### src/rtl/core/line_token_classifier_macros.svh
// Assertion macros for the line token classifier.
// Expects clk and rst_n in the scope where a macro is used.
`ifndef LINE_TOKEN_CLASSIFIER_MACROS_SVH
`define LINE_TOKEN_CLASSIFIER_MACROS_SVH

// Same-cycle implication, checked out of reset.
`define LTC_ASSERT_NOW(label, ante, cons, msg) \
  label: assert property (@(posedge clk) disable iff (!rst_n) (ante) |-> (cons)) \
    else $error(msg);

// Next-cycle implication, checked out of reset.
`define LTC_ASSERT_NEXT(label, ante, cons, msg) \
  label: assert property (@(posedge clk) disable iff (!rst_n) (ante) |=> (cons)) \
    else $error(msg);

`endif

### src/rtl/core/ltc_pkg.sv
// Shared types, class codes and the literal table of the line token classifier.
// No dependencies; used by every module of the block.
package ltc_pkg;

  localparam int LENGTH_LIMIT_DEF = 1023;

  localparam int CHAR_W    = 8;
  localparam int TYPE_W    = 6;
  localparam int LEN_W     = 10;
  localparam int NUM_CLASS = 36;
  localparam int NUM_LIT   = 29;

  // Token class indexes in table order
  localparam int CLASS_INTEGER  = 0;
  localparam int CLASS_FLOATING = 1;
  localparam int CLASS_STRING   = 2;
  localparam int CLASS_IDENT    = 3;
  localparam int LIT_BASE       = 4;
  localparam int CLASS_COMMENT  = 33;
  localparam int CLASS_SPACE    = 34;
  localparam int CLASS_NEWLINE  = 35;

  localparam logic              OP_CHAR = 1'b0;
  localparam logic              OP_END  = 1'b1;
  localparam logic [CHAR_W-1:0] CHAR_LF = 8'h0A;

  // Literal text, right-justified: the first character sits in the highest used byte
  localparam logic [63:0] LIT_TEXT [NUM_LIT] = '{
    "+", "-", "*", "/", "=", "==", "!=",
    "if", "else", "while", "for", "function", "return", "true", "false", "empty",
    "(", ")", "{", "}", "[", "]", ",", ";", ":",
    "<", "<=", ">", ">="
  };

  localparam logic [3:0] LIT_LEN [NUM_LIT] = '{
    4'd1, 4'd1, 4'd1, 4'd1, 4'd1, 4'd2, 4'd2,
    4'd2, 4'd4, 4'd5, 4'd3, 4'd8, 4'd6, 4'd4, 4'd5, 4'd5,
    4'd1, 4'd1, 4'd1, 4'd1, 4'd1, 4'd1, 4'd1, 4'd1, 4'd1,
    4'd1, 4'd2, 4'd1, 4'd2
  };

  // Expected character of literal idx at position pos (zero past its end)
  function automatic logic [CHAR_W-1:0] lit_byte(input int idx, input logic [2:0] pos);
    logic [63:0] txt;
    int          len;
    begin
      txt      = LIT_TEXT[idx];
      len      = int'(LIT_LEN[idx]);
      lit_byte = '0;
      if (int'(pos) < len) begin
        lit_byte = txt[8*(len-1-int'(pos)) +: 8];
      end
    end
  endfunction

  // State of the recognizers as seen at the end of a line
  typedef struct packed {
    logic                 nonempty;
    logic [NUM_CLASS-1:0] match;
    logic [LEN_W-1:0]     length;
  } line_sum_t;

  // Up to two classes picked for one line
  typedef struct packed {
    logic [1:0]        n;
    logic [TYPE_W-1:0] type0;
    logic [TYPE_W-1:0] type1;
    logic [LEN_W-1:0]  length;
  } pick_t;

endpackage

### src/rtl/core/ltc_scan.sv
// Per-character recognizers of the line token classifier: all classes advance in parallel.
// Depends on ltc_pkg.
module ltc_scan #(
  parameter int LENGTH_LIMIT = ltc_pkg::LENGTH_LIMIT_DEF
) (
  input  logic                      clk,
  input  logic                      rst_n,
  input  logic                      take_char,
  input  logic                      end_line,
  input  logic [ltc_pkg::CHAR_W-1:0] char_code,
  output ltc_pkg::line_sum_t        sum
);
  import ltc_pkg::*;

  localparam int CW = $clog2(LENGTH_LIMIT + 1);

  localparam logic [2:0] NP_START = 3'd0;
  localparam logic [2:0] NP_INT   = 3'd1;
  localparam logic [2:0] NP_DOT   = 3'd2;
  localparam logic [2:0] NP_FRAC  = 3'd3;
  localparam logic [2:0] NP_DEAD  = 3'd4;

  localparam logic [1:0] SP_START  = 2'd0;
  localparam logic [1:0] SP_BODY   = 2'd1;
  localparam logic [1:0] SP_CLOSED = 2'd2;
  localparam logic [1:0] SP_DEAD   = 2'd3;

  localparam logic [1:0] CP_START = 2'd0;
  localparam logic [1:0] CP_SLASH = 2'd1;
  localparam logic [1:0] CP_BODY  = 2'd2;
  localparam logic [1:0] CP_DEAD  = 2'd3;

  localparam logic [CHAR_W-1:0] CH_QUOTE = 8'h22;
  localparam logic [CHAR_W-1:0] CH_DOT   = 8'h2E;
  localparam logic [CHAR_W-1:0] CH_SLASH = 8'h2F;
  localparam logic [CHAR_W-1:0] CH_CR    = 8'h0D;
  localparam logic [CHAR_W-1:0] CH_SP    = 8'h20;

  logic [CW-1:0]      count_r, count_nxt;
  logic [NUM_LIT-1:0] alive_r, alive_nxt;
  logic [2:0]         np_r, np_nxt;
  logic [1:0]         sp_r, sp_nxt;
  logic               ident_r, ident_nxt;
  logic [1:0]         cp_r, cp_nxt;
  logic               space_r, space_nxt;

  logic               is_digit, is_alpha, is_space, pos_short;
  logic [2:0]         pos;
  logic [CW+LEN_W-1:0] count_ext;

  assign is_digit  = (char_code >= 8'h30) && (char_code <= 8'h39);
  assign is_alpha  = ((char_code >= 8'h61) && (char_code <= 8'h7A)) ||
                     ((char_code >= 8'h41) && (char_code <= 8'h5A)) || (char_code == 8'h5F);
  assign is_space  = (char_code == CH_SP) || ((char_code >= 8'h09) && (char_code <= CH_CR));
  assign pos       = count_r[2:0];
  assign pos_short = (count_r[CW-1:3] == '0);

  always_comb begin
    for (int i = 0; i < NUM_LIT; i++) begin
      alive_nxt[i] = alive_r[i] && pos_short && ({1'b0, pos} < LIT_LEN[i]) &&
                     (char_code == lit_byte(i, pos));
    end

    case (np_r)
      NP_START: np_nxt = is_digit ? NP_INT : NP_DEAD;
      NP_INT:   np_nxt = is_digit ? NP_INT : ((char_code == CH_DOT) ? NP_DOT : NP_DEAD);
      NP_DOT,
      NP_FRAC:  np_nxt = is_digit ? NP_FRAC : NP_DEAD;
      default:  np_nxt = NP_DEAD;
    endcase

    case (sp_r)
      SP_START: sp_nxt = (char_code == CH_QUOTE) ? SP_BODY : SP_DEAD;
      SP_DEAD:  sp_nxt = SP_DEAD;
      default: begin
        if (char_code == CH_CR || char_code == CHAR_LF) begin
          sp_nxt = SP_DEAD;
        end else if (char_code == CH_QUOTE) begin
          sp_nxt = SP_CLOSED;
        end else begin
          sp_nxt = SP_BODY;
        end
      end
    endcase

    if (count_r == '0) begin
      ident_nxt = is_alpha;
    end else begin
      ident_nxt = ident_r && (is_alpha || is_digit);
    end

    case (cp_r)
      CP_START: cp_nxt = (char_code == CH_SLASH) ? CP_SLASH : CP_DEAD;
      CP_SLASH: cp_nxt = (char_code == CH_SLASH) ? CP_BODY : CP_DEAD;
      CP_BODY:  cp_nxt = (char_code == CH_CR || char_code == CHAR_LF) ? CP_DEAD : CP_BODY;
      default:  cp_nxt = CP_DEAD;
    endcase

    space_nxt = space_r && is_space;

    // Saturate the length at the limit
    if (count_r < CW'(LENGTH_LIMIT)) begin
      count_nxt = count_r + CW'(1);
    end else begin
      count_nxt = count_r;
    end
  end

  always_ff @(posedge clk) begin
    if (!rst_n || end_line) begin
      count_r <= '0;
      alive_r <= '1;
      np_r    <= NP_START;
      sp_r    <= SP_START;
      ident_r <= 1'b1;
      cp_r    <= CP_START;
      space_r <= 1'b1;
    end else if (take_char) begin
      count_r <= count_nxt;
      alive_r <= alive_nxt;
      np_r    <= np_nxt;
      sp_r    <= sp_nxt;
      ident_r <= ident_nxt;
      cp_r    <= cp_nxt;
      space_r <= space_nxt;
    end
  end

  assign count_ext = {{LEN_W{1'b0}}, count_r};

  always_comb begin
    sum.nonempty = (count_r != '0);
    sum.length   = count_ext[LEN_W-1:0];
    sum.match    = '0;
    sum.match[CLASS_INTEGER]  = (np_r == NP_INT);
    sum.match[CLASS_FLOATING] = (np_r == NP_FRAC);
    sum.match[CLASS_STRING]   = (sp_r == SP_CLOSED);
    sum.match[CLASS_IDENT]    = ident_r;
    for (int i = 0; i < NUM_LIT; i++) begin
      sum.match[LIT_BASE+i] = alive_r[i] && (count_r == CW'(LIT_LEN[i]));
    end
    sum.match[CLASS_COMMENT]  = (cp_r == CP_BODY);
    sum.match[CLASS_SPACE]    = space_r;
    // A line never holds a newline, so that class stays clear
    sum.match[CLASS_NEWLINE]  = 1'b0;
    if (!sum.nonempty) begin
      sum.match = '0;
    end
  end

endmodule

### src/rtl/core/ltc_select.sv
// Picks the first two matching classes of a finished line in table order.
// Depends on ltc_pkg.
module ltc_select (
  input  ltc_pkg::line_sum_t sum,
  output ltc_pkg::pick_t     pick
);
  import ltc_pkg::*;

  logic [NUM_CLASS-1:0] rest;
  logic [TYPE_W-1:0]    first, second;

  always_comb begin
    first = '0;
    for (int i = NUM_CLASS - 1; i >= 0; i--) begin
      if (sum.match[i]) begin
        first = TYPE_W'(i);
      end
    end
    // Drop the first hit, then search again for the second
    rest = sum.match & ~({{(NUM_CLASS-1){1'b0}}, 1'b1} << first);
    second = '0;
    for (int i = NUM_CLASS - 1; i >= 0; i--) begin
      if (rest[i]) begin
        second = TYPE_W'(i);
      end
    end

    pick.type0  = first;
    pick.type1  = second;
    pick.length = sum.length;
    if (rest != '0) begin
      pick.n = 2'd2;
    end else if (sum.match != '0) begin
      pick.n = 2'd1;
    end else begin
      pick.n = 2'd0;
    end
  end

endmodule

### src/rtl/core/ltc_out.sv
// Two-slot line token classifier result register; drains one item per ready cycle.
// Depends on ltc_pkg.
module ltc_out (
  input  logic                       clk,
  input  logic                       rst_n,
  input  logic                       load,
  input  ltc_pkg::pick_t             pick,
  input  logic                       out_tready,
  output logic                       out_tvalid,
  output logic [ltc_pkg::TYPE_W-1:0] token_type,
  output logic [ltc_pkg::LEN_W-1:0]  line_length,
  output logic                       last_of_line,
  output logic                       free
);
  import ltc_pkg::*;

  logic [1:0]        cnt_r;
  logic [TYPE_W-1:0] type0_r, type1_r;
  logic [LEN_W-1:0]  len_r;
  logic              pop;

  assign out_tvalid   = (cnt_r != 2'd0);
  assign pop          = out_tvalid && out_tready;
  assign token_type   = type0_r;
  assign line_length  = len_r;
  assign last_of_line = (cnt_r == 2'd1);
  // Room for a new line when the buffer is empty or its last item leaves now
  assign free         = (cnt_r == 2'd0) || ((cnt_r == 2'd1) && out_tready);

  always_ff @(posedge clk) begin
    if (!rst_n) begin
      cnt_r <= 2'd0;
    end else if (load) begin
      cnt_r <= pick.n;
    end else if (pop) begin
      cnt_r <= cnt_r - 2'd1;
    end
  end

  always_ff @(posedge clk) begin
    if (load) begin
      type0_r <= pick.type0;
      type1_r <= pick.type1;
      len_r   <= pick.length;
    end else if (pop && (cnt_r == 2'd2)) begin
      type0_r <= type1_r;
    end
  end

endmodule

### src/rtl/core/line_token_classifier.sv
// Line token classifier: one result per class matched by a whole line, at most two per line.
// Latency: results of a line appear the cycle after its newline or end item is accepted.
// Throughput: one item per cycle; the input stalls only while results held back by the
// receiver leave no room in the two-slot result register for a line that already matches.
// Reset: synchronous, active-low rst_n clears the recognizers, line length and result slots.
module line_token_classifier #(
  parameter int LENGTH_LIMIT = ltc_pkg::LENGTH_LIMIT_DEF
) (
  input  logic        clk,
  input  logic        rst_n,
  input  logic        in_tvalid,
  output logic        in_tready,
  input  logic [7:0]  in_tdata,   // [7:0] char_code
  input  logic        in_tuser,   // [0] operation
  output logic        out_tvalid,
  input  logic        out_tready,
  output logic [15:0] out_tdata,  // [5:0] token_type, [15:6] line_length
  output logic        out_tlast   // last_of_line
);
  import ltc_pkg::*;

  `include "line_token_classifier_macros.svh"

  logic              in_fire, is_eol, take_char, end_line, load, out_free;
  line_sum_t         sum;
  pick_t             pick;
  logic [TYPE_W-1:0] token_type;
  logic [LEN_W-1:0]  line_length;

  assign in_fire   = in_tvalid && in_tready;
  assign is_eol    = (in_tuser == OP_END) || (in_tdata == CHAR_LF);
  assign take_char = in_fire && !is_eol;
  assign end_line  = in_fire && is_eol;
  assign load      = end_line && (pick.n != 2'd0);
  // A line with no match so far cannot load on this item, so take it while results wait
  assign in_tready = out_free || (pick.n == 2'd0);

  ltc_scan #(
    .LENGTH_LIMIT(LENGTH_LIMIT)
  ) u_scan (
    .clk       (clk),
    .rst_n     (rst_n),
    .take_char (take_char),
    .end_line  (end_line),
    .char_code (in_tdata),
    .sum       (sum)
  );

  ltc_select u_select (
    .sum  (sum),
    .pick (pick)
  );

  ltc_out u_out (
    .clk          (clk),
    .rst_n        (rst_n),
    .load         (load),
    .pick         (pick),
    .out_tready   (out_tready),
    .out_tvalid   (out_tvalid),
    .token_type   (token_type),
    .line_length  (line_length),
    .last_of_line (out_tlast),
    .free         (out_free)
  );

  assign out_tdata = {line_length, token_type};

  `LTC_ASSERT_NEXT(a_line_gives_result, load, out_tvalid, "matched line produced no result")
  `LTC_ASSERT_NOW(a_load_when_free, load, !out_tvalid || (out_tlast && out_tready), "overwrite")
  `LTC_ASSERT_NOW(a_no_newline_class, out_tvalid, token_type != TYPE_W'(CLASS_NEWLINE), "newline")
  `LTC_ASSERT_NEXT(a_char_counts, take_char, sum.nonempty, "character left the line empty")

endmodule

### config.mk
export PLATFORM = sky130hd
export DESIGN_NAME = line_token_classifier
export DESIGN_NICKNAME = d
export VERILOG_FILES = /design/src/rtl/core/ltc_pkg.sv /design/src/rtl/core/ltc_scan.sv /design/src/rtl/core/ltc_select.sv /design/src/rtl/core/ltc_out.sv /design/src/rtl/core/line_token_classifier.sv
export VERILOG_INCLUDE_DIRS = /design/src /design/src/rtl/core
export SDC_FILE = /design/constraint.sdc
export NUM_CORES = 1
export LEC_CHECK = 0
export BUFFER_PORTS_ARGS = -buffer_cell sky130_fd_sc_hd__buf_2
export CAP_MARGIN = 20
export CORE_MARGIN = 2
export CORE_UTILIZATION = 63
export CTS_CLUSTER_DIAMETER = 50
export CTS_CLUSTER_SIZE = 12
export DETAILED_ROUTE_END_ITERATION = 8
export PLACE_DENSITY = 0.81
export SETUP_SLACK_MARGIN = 0.3
export SKIP_CTS_REPAIR_TIMING = 1
export SLEW_MARGIN = 10
export SYNTH_ARGS = -nofsm -noshare
export SYNTH_HDL_FRONTEND = slang
export SYNTH_HIERARCHICAL = 1
export SYNTH_SLANG_ARGS = --single-unit
### constraint.sdc
create_clock -name clk -period 6.98 [get_ports clk]
set_input_delay 1.396 -clock clk [delete_from_list [all_inputs] [get_ports clk]]
set_output_delay 1.396 -clock clk [all_outputs]
set_load 0.01 [all_outputs]
==> metrics.txt, run 1 <==
number of flops mapped to enable cells by yosys=22; status=completed; final setup vio count=0; Top delay family on crit path=simple AND/OR/NAND/NOR gates; power per cell area=between 200 and 300 nW/um2; setup TNS=0 ps; post-synthesis compound-gate area fraction=26.2%; asr flop ratio synth=0%; slowest CP cell=nor3b_1; initial antenna violation count=0; sequential area share after synthesis=24.2%; worst hold path type=register to register; CP Data Required Time=roughly 5600 ps; Root Driver=clkbuf_8; CTS tree=done; final worst slack=565 ps; DRC Markers=0; Worst Setup Start Kind=register; Post-Synth XOR/XNOR Area=under 10%; CP Cell Sequence=nor4_4 -> nand3_1 -> nor3b_1 -> and2_1 -> nor4_1 -> o211ai_1 -> a21oi_1 -> o22ai_4 -> nand3_2 -> o21ai_2 -> nand4_2 -> nor4_2 -> nand3_2 -> a21oi_2 -> o21bai_2 -> buf_2; layout cell share with drive strength beyond 1=between 15 and 20%; Total Die Area=about 12000 um2; clock-pin slew on the worst setup and hold paths=80 ps; Max-Cap Viols=0; worst path bufs/invs=1; Layout Nets=around 910; Initial Util=between 60% and 70%; Max-Slew Margin vs Limit=between 30 and 40%; reg2reg start=u_scan/count_r[6]; GR Util All Layers=between 30% and 40%; Top FF cell, synth=dfxtp_1; Least-Margin Pin Slew=slightly below 1000 ps; arrival time at the worst endpoint=approximately 5000 ps; Crit path top cell by count=nand3_2; Lkg Pwr=around 2.8 nW; Post-Place Worst Slack=between 800 and 900 ps; count leader, synth=nand2_1; Max rail drop VDD=roughly 0.00018 V; grt ovf=0; Post-Syn Area per Cell=7.98 um2; synthesized flop and latch total=72; total core area=approximately 11000 um2; CTS Buf Count=9; Worst setup EP type=output port; First-pass DRT Iterations=6; Placer Congestion=between 1 and 1.5; Mapped Nets=897; latest clock arrival within the worst-skew pair=380 ps; main combinational cell family by area after synthesis=simple AND/OR/NAND/NOR gates; Port Buf Inserts=31; Cell variety after synth=roughly 110; final hold viol count=0; top post-synthesis cells by area=dfxtp_1 15%, edfxtp_1 9.6%, ha_1 4.4%, nand2_1 4.3%, nor2_1 3.7%; Post-Syn Area=6870 um2; multiplexer share of the synthesized area=approximately 3.4%; Final Critical Period=~6400 ps; top achievable clock speed=around 0.16 GHz; critical path class=register to output port; Final Power=between 2 and 2.5 mW; Synth Area in Simple Gates=between 30% and 40%; WHS=approximately 460 ps; starting DRC count in detailed routing=772; CTS HTree Levels=3; final wirelength=~22000 um; Post-synth top cells=79 x nand2_1, 68 x nor2_1, 50 x dfxtp_1, 48 x a21oi_1, 43 x o21ai_0; Crit path largest cell delay=520 ps; area leader, netlist=dfxtp_1; ant diodes=0; Vias=6997; Die Span X=approximately 110 um; RSZ-0062 raised after global routing=false; detailed placer's ending HPWL=roughly 16000 um; post-route ant nets=0; worst-path maximum fanout=8; clk buf depth=2; Worst Hold Launch=u_scan/alive_r[22]; Setup crit start=u_scan/count_r[6]; period utilisation layout=about nine tenths; Pins Over Slew Limit=0; io pins=32; number of global-route vias before repair=roughly 6.5k; routed len/inst=21.2 um; row count=38; Ys Warns=6; Yosys top cell area share=between 10% and 20%; drt via density=slightly below 7; skew final=17.8 ps; largest net degree at the start of global routing=between 40 and 50; global-route wire length before repair=33800 um; cell count after synthesis=860; Synth Area in Adders=4.52%; CTS sink count=between 70 and 80; Area Growth Syn to Fin=6.52%; height of the die=about 110 um
## final cells by class
cell class              count  area (um2)
repair buffers             56         343
clock buffers               9         124
well taps                 140         175
fillers                   931        3430
clock inverters             7        71.3
flip-flops and latches     72        1660
multi-input cells         700        4820
inverters                  32         120
## per-stage QoR
step | util (%) | cell area (um2) | std cells
floorplan | - | 6870 | 860
global placement | 65.6 | 7050 | 995
detailed placement | 65.6 | 7050 | 995
CTS | 67.4 | 7250 | 1011
global route | 68.1 | 7310 | 1016
finish | 68.1 | 7310 | 1016
## state kept, by name (all words and copies together), names as in the netlist
register           cells
u_scan/space_r         1
u_scan/cp_r            2
u_out/line_length     10
u_scan/ident_r         1
u_out/cnt_r            2
u_scan/np_r            3
u_out/type1_r          6
u_out/token_type       6
u_scan/count_r        10
u_scan/sp_r            2
u_scan/alive_r        29
## where the power goes
part           switching [mW]  leakage, nW  internal [mW]
combinational           0.685         2.10          0.415
sequential             0.0460        0.617          0.534
clock                   0.186       0.0933          0.165
## layout by cell type (no fill, tap or decap), types with 24 or more instances in the layout
| cell type | count |
|---|---|
| a21oi_1 | 48 |
| and2_1 | 30 |
| buf_2 | 31 |
| buf_4 | 25 |
| dfxtp_1 | 50 |
| ha_1 | 24 |
| inv_1 | 28 |
| nand2_1 | 79 |
| nand3_1 | 24 |
| nor2_1 | 68 |
| o21ai_0 | 43 |
## logic make-up (layout without fill, tap and decap cells)
kind of cell,after synthesis,in the layout
AOI/OAI and AO/OA,249,249
xor gates and xnor gates,26,26
adders and majority gates,25,25
buffers and inverters,88,104
DFF,72,72
muxes,22,22
other,1,1
and+or+nand+nor,377,377
## worst paths after layout
kind                        end  slack [ps]  cells after the start
max                   in_tready         560                     16
min          u_scan/alive_r[22]         460                      1
max reg2reg   u_scan/count_r[8]         870                     22
min reg2reg  u_scan/alive_r[22]         460                      1
## layer usage
layer	share of wire [%]	track usage [%]	vias to the layer above
met2	46	60.6	427
li1	-	-	3221
met5	0	0	-
met4	3.4	15.4	0
met3	10	6.69	62
met1	40	48.5	3287
No activity file was read; power rests on OpenSTA's default activity.
==> run 2, diff against run 1 <==
Settings changed: CORE_UTILIZATION 63 to 45, PLACE_DENSITY 0.81 to unset.
==> run 2 against run 1 <==
Compared with the run above: hold slack got worse by 6.3 ps; combinational power hardly changed; die area increased by 38%; setup slack better by 14 ps; maximum frequency up 0.23%; sequential cell count did not move; global-route usage decreased by 8.9 points; first-iteration DRC count fell by 20%; largest cell class unchanged; largest power group unchanged.
==> metrics.txt, run 2 (synthesis results as in run 1) <==
CTS HTree Levels=3; Die Span X=around 130 um; CTS sink count=roughly 70; area taken by multi-input logic gates=~5000 um2; worst hold path type=register to register; Worst Setup Start Kind=register; setup TNS=0 ps; layout cell share with drive strength beyond 1=about 18%; Final Cell Area=7550 um2; WHS=roughly 450 ps; CTS tree=done; ant diodes=0; final worst slack=579 ps; Lkg Pwr=around 2.9 nW; CTS Buf Count=9; latest clock arrival within the worst-skew pair=350 ps; Pins Over Slew Limit=0; Total Die Area=16300 um2; row count=45; First-pass DRT Iterations=6; post-route ant nets=0; Worst R2R Setup Slack=about 870 ps; number of global-route vias before repair=around 6.3k; Post-Place Worst Slack=718 ps; Finished Layout Cells=roughly 1.1k; number of instances in the placed design=between 1k and 1.5k; critical path class=register to output port; Worst setup EP type=output port; Least-Margin Pin Slew=between 900 and 1000 ps; height of the die=around 130 um; Max-Slew Margin vs Limit=between 30 and 40%; Top Usage Layer GRT=met2; Filler Cell Count=about 1.4k; top achievable clock speed=0.156 GHz; Hold Crit Depth=1; Port Buf Inserts=31; initial antenna violation count=0; routed len/inst=between 20 and 25 um; Layout Nets=approximately 910; most common cell after layout, fill and taps aside=nand2_1; Initial Util=between 40 and 50%; Vias=6867; clock-pin slew on the worst setup and hold paths=~70 ps; skew final=~13 ps; final wirelength=approximately 23000 um; final setup vio count=0; CP Data Required Time=around 5600 ps; Biggest register=u_scan/alive_r; grt ovf=0; Max rail drop VDD=around 0.00014 V; starting DRC count in detailed routing=618; met1 Usage GRT=about two fifths; Final Critical Period=~6400 ps; Max-Cap Viols=0; Sequential cell area=about 1700 um2; Worst Hold Launch=u_scan/alive_r[0]; power per cell area=about 300 nW/um2; clk buf depth=2; status=completed; final hold viol count=0; worst r2r path cells=23; GR Util met2=43.9%; RSZ-0062 raised after global routing=false; met3 GRT Util=under 10%; largest net degree at the start of global routing=41; period utilisation layout=between 90% and 100%; DRC Markers=0; GR Util All Layers=28.3%; arrival time at the worst endpoint=approximately 5000 ps; drt via density=between 6 and 7; io pins=32; hold path endpoint=u_scan/alive_r[0]; commonest non-fill, non-tap cells in the layout=79 x nand2_1, 67 x nor2_1, 50 x dfxtp_1, 48 x a21oi_1, 43 x o21ai_0; max reg flops=29; Area Growth Syn to Fin=9.99%; reg2reg start=u_scan/count_r[6]; Root Driver=clkbuf_16; Critical R2R Capture=u_scan/count_r[8]; detailed placer's ending HPWL=between 15000 and 20000 um; Placer Congestion=0.976; total core area=around 15000 um2; global-route wire length before repair=about 36000 um; worst-path maximum fanout=16; Placed Instance Area=between 7000 and 8000 um2
## run 2: cell count changes in the layout (fill, tap and decap cells not counted), moves of 2 or more
| cell | before | now |
|---|---|---|
| buf_4 | 25 | 22 |
| bufinv_16 | 1 | 3 |
| clkbuf_16 | 0 | 9 |
| clkbuf_8 | 9 | 0 |
| o21ai_1 | 17 | 15 |
## run 2: worst max path at each step
| stage | from | to | slack, ps | cells after the start |
|---|---|---|---|---|
| floorplan | u_scan/count_r[1] | u_out/token_type[0] | 890 | 20 |
| global placement | u_scan/count_r[9] | u_scan/count_r[8] | 750 | 23 |
| detailed placement | u_scan/count_r[9] | u_scan/count_r[8] | 720 | 23 |
| CTS | u_scan/count_r[9] | in_tready | 320 | 17 |
| global route | u_scan/count_r[6] | in_tready | 270 | 17 |
| finish | u_scan/count_r[6] | in_tready | 580 | 17 |
## run 2: metal layers
layer	wire, um	vias to the layer above	share of wire [%]
li1	-	3230	-
met1	10300	3290	45
met2	10300	292	45
met3	1470	55	6.4
met4	856	0	3.7
met5	0	-	0
## run 2: metrics by stage
stage                     utilization (%)  power, mW
after detailed placement             47.1       1.64
after floorplan                         -       1.35
after global placement               47.1       1.63
final                                50.2       2.24
after CTS                            49.4       2.19
after global routing                 50.2       2.36
## run 2: where the power goes
part	switching (mW)	internal, mW	leakage [nW]
clock	0.204	0.352	0.164
sequential	0.0445	0.534	0.617
combinational	0.688	0.413	2.10
## run 2: cell type report
class,count,share of cell area (%)
Inverter,32,1.64
Clock inverter,6,1.52
Multi-Input combinational cell,700,64.4
Timing Repair Buffer,53,4.24
Tap cell,188,3.12
Sequential cell,72,22.0
Clock buffer,10,3.03
## run 2: critical path, stage by stage (launching register included)
cell	delay, ps
dfxtp_1	390
nor4_4	400
nand3_1	220
nor3b_1	310
buf_4	230
and2_2	250
nor2_1	90
a2111oi_2	380
nand4_1	310
o211a_1	380
o31ai_2	360
a21boi_2	260
nand4_1	180
nor3_2	240
nand3_2	180
a21oi_2	230
o21bai_2	90
buf_2	140
==> run 3, diff against run 2 <==
==> constraint.sdc (replaced) <==
create_clock -name clk -period 6.98 [get_ports clk]
set_input_delay 1.047 -clock clk [delete_from_list [all_inputs] [get_ports clk]]
set_output_delay 1.047 -clock clk [all_outputs]
set_load 0.01 [all_outputs]
==> run 3 against run 2 <==
Compared with the run above: clock power shrank 2%; clock skew shrank 1.9 ps; non-clock buffer count shrank 4; critical path depth grew 6; highest routed layer unchanged; count of clock-buffer cells in the layout shrank 1; via count shrank 1.8%; core utilization shrank 0.72 points; largest cell class unchanged.
==> metrics.txt, run 3 (synthesis results as in run 1) <==
io pins=32; Hold Crit Depth=1; Total Die Area=about 16000 um2; initial antenna violation count=0; critical path class=register to register; most common cell after layout, fill and taps aside=nand2_1; final setup vio count=0; Port Buf Inserts=31; Final Critical Period=around 6300 ps; number of global-route vias before repair=~6.3k; detailed placer's ending HPWL=about 17000 um; setup TNS=0 ps; CTS HTree Levels=3; Max-Cap Viols=0; Placer Congestion=slightly below 1; Final Util=49.5%; Worst setup EP type=register; clk buf depth=2; final wirelength=22900 um; layout cell share with drive strength beyond 1=about 16%; post-route ant nets=0; worst-path maximum fanout=21; worst r2r path cells=23; Critical R2R Capture=u_scan/count_r[8]; Max rail drop VDD=approximately 0.00014 V; Max-Slew Margin vs Limit=~34%; latest clock arrival within the worst-skew pair=~350 ps; final hold viol count=0; Least-Margin Pin Slew=between 900 and 1000 ps; DRC Markers=0; total core area=approximately 15000 um2; WHS=450 ps; Worst Hold Launch=u_scan/alive_r[6]; RSZ-0062 raised after global routing=false; Vias=roughly 6.7k; reg2reg start=u_scan/count_r[9]; commonest non-fill, non-tap cells in the layout=79 x nand2_1, 68 x nor2_1, 50 x dfxtp_1, 48 x a21oi_1, 43 x o21ai_0; Setup crit end=u_scan/count_r[8]; CTS sink count=72; clock-pin slew on the worst setup and hold paths=70 ps; Die Span X=128 um; height of the die=approximately 130 um; period utilisation layout=around nine tenths; CP Data Required Time=around 7200 ps; status=completed; global-route wire length before repair=36000 um; GR Util All Layers=roughly 28%; grt ovf=0; ant diodes=0; drt via density=6.38; max reg flops=29; Biggest register=u_scan/alive_r; skew final=~11 ps; power per cell area=slightly below 300 nW/um2; row count=45; CTS tree=done; Worst Setup Start Kind=register; Lkg Pwr=around 2.8 nW; Initial Util=between 40% and 50%; largest net degree at the start of global routing=41; routed len/inst=approximately 22 um; CTS Buf Count=9; worst hold path type=register to register; Root Driver=clkbuf_16; Pins Over Slew Limit=0; starting DRC count in detailed routing=563; arrival time at the worst endpoint=approximately 6500 ps; top achievable clock speed=0.160 GHz; Layout Nets=roughly 900; Setup crit start=u_scan/count_r[9]; Area Growth Syn to Fin=8.40%; First-pass DRT Iterations=5; Worst R2R Setup Slack=just over 700 ps
-- run 3: stage by stage --
step	total power [mW]	std cells	worst slack, ps	cell area [um2]
2_1_floorplan	1.35	860	888	6870
3_3_place_gp	1.63	1041	825	7100
3_5_place_dp	1.63	1041	853	7100
4_1_cts	2.19	1057	805	7440
5_1_grt	2.31	1057	304	7440
6_report	2.19	1057	716	7440
-- run 3: routing by layer --
metal | track usage [%] | vias up | share of wire [%] | wire, um
met1 | 39.5 | 3210 | 46 | 10400
met5 | 0 | - | 0 | 0
li1 | - | 3203 | - | -
met3 | 4.27 | 44 | 6.3 | 1440
met4 | 8.40 | 0 | 2.5 | 571
met2 | 45.7 | 286 | 46 | 10500
-- run 3: layout make-up --
class                   count  area (um2)
fillers                  1431        7590
repair buffers             49         290
flip-flops and latches     72        1660
clock buffers               9         225
multi-input cells         700        4790
inverters                  32         120
clock inverters             7         119
well taps                 188         235
-- run 3: where the power goes --
part	total [mW]	internal (mW)	leakage, nW	switching [mW]
Combinational	1.06	0.401	2.06	0.662
Clock	0.545	0.350	0.164	0.195
Sequential	0.581	0.535	0.617	0.0459
-- run 3: worst min path at each step --
stage | endpoint
global route | u_scan/alive_r[0]
floorplan | u_scan/alive_r[0]
detailed placement | u_scan/alive_r[6]
CTS | u_scan/alive_r[6]
global placement | u_scan/alive_r[6]
finish | u_scan/alive_r[6]
-- run 3: critical path, cell delays in order (launching register included) --
cell	delay [ps]
dfxtp_1	360
nor4_4	470
nand3_1	200
nor3b_1	250
buf_4	220
and2_1	350
nor2_1	130
a2111oi_2	390
nand4_1	300
o211a_1	360
o31ai_1	440
a21boi_2	320
nand4_1	170
nor3_2	230
nand3_2	170
o21bai_2	190
nand2_1	180
nor2b_4	170
buf_4	280
clkinv_1	120
or3_1	430
nor2_1	180
nand3b_1	100
o211a_1	130
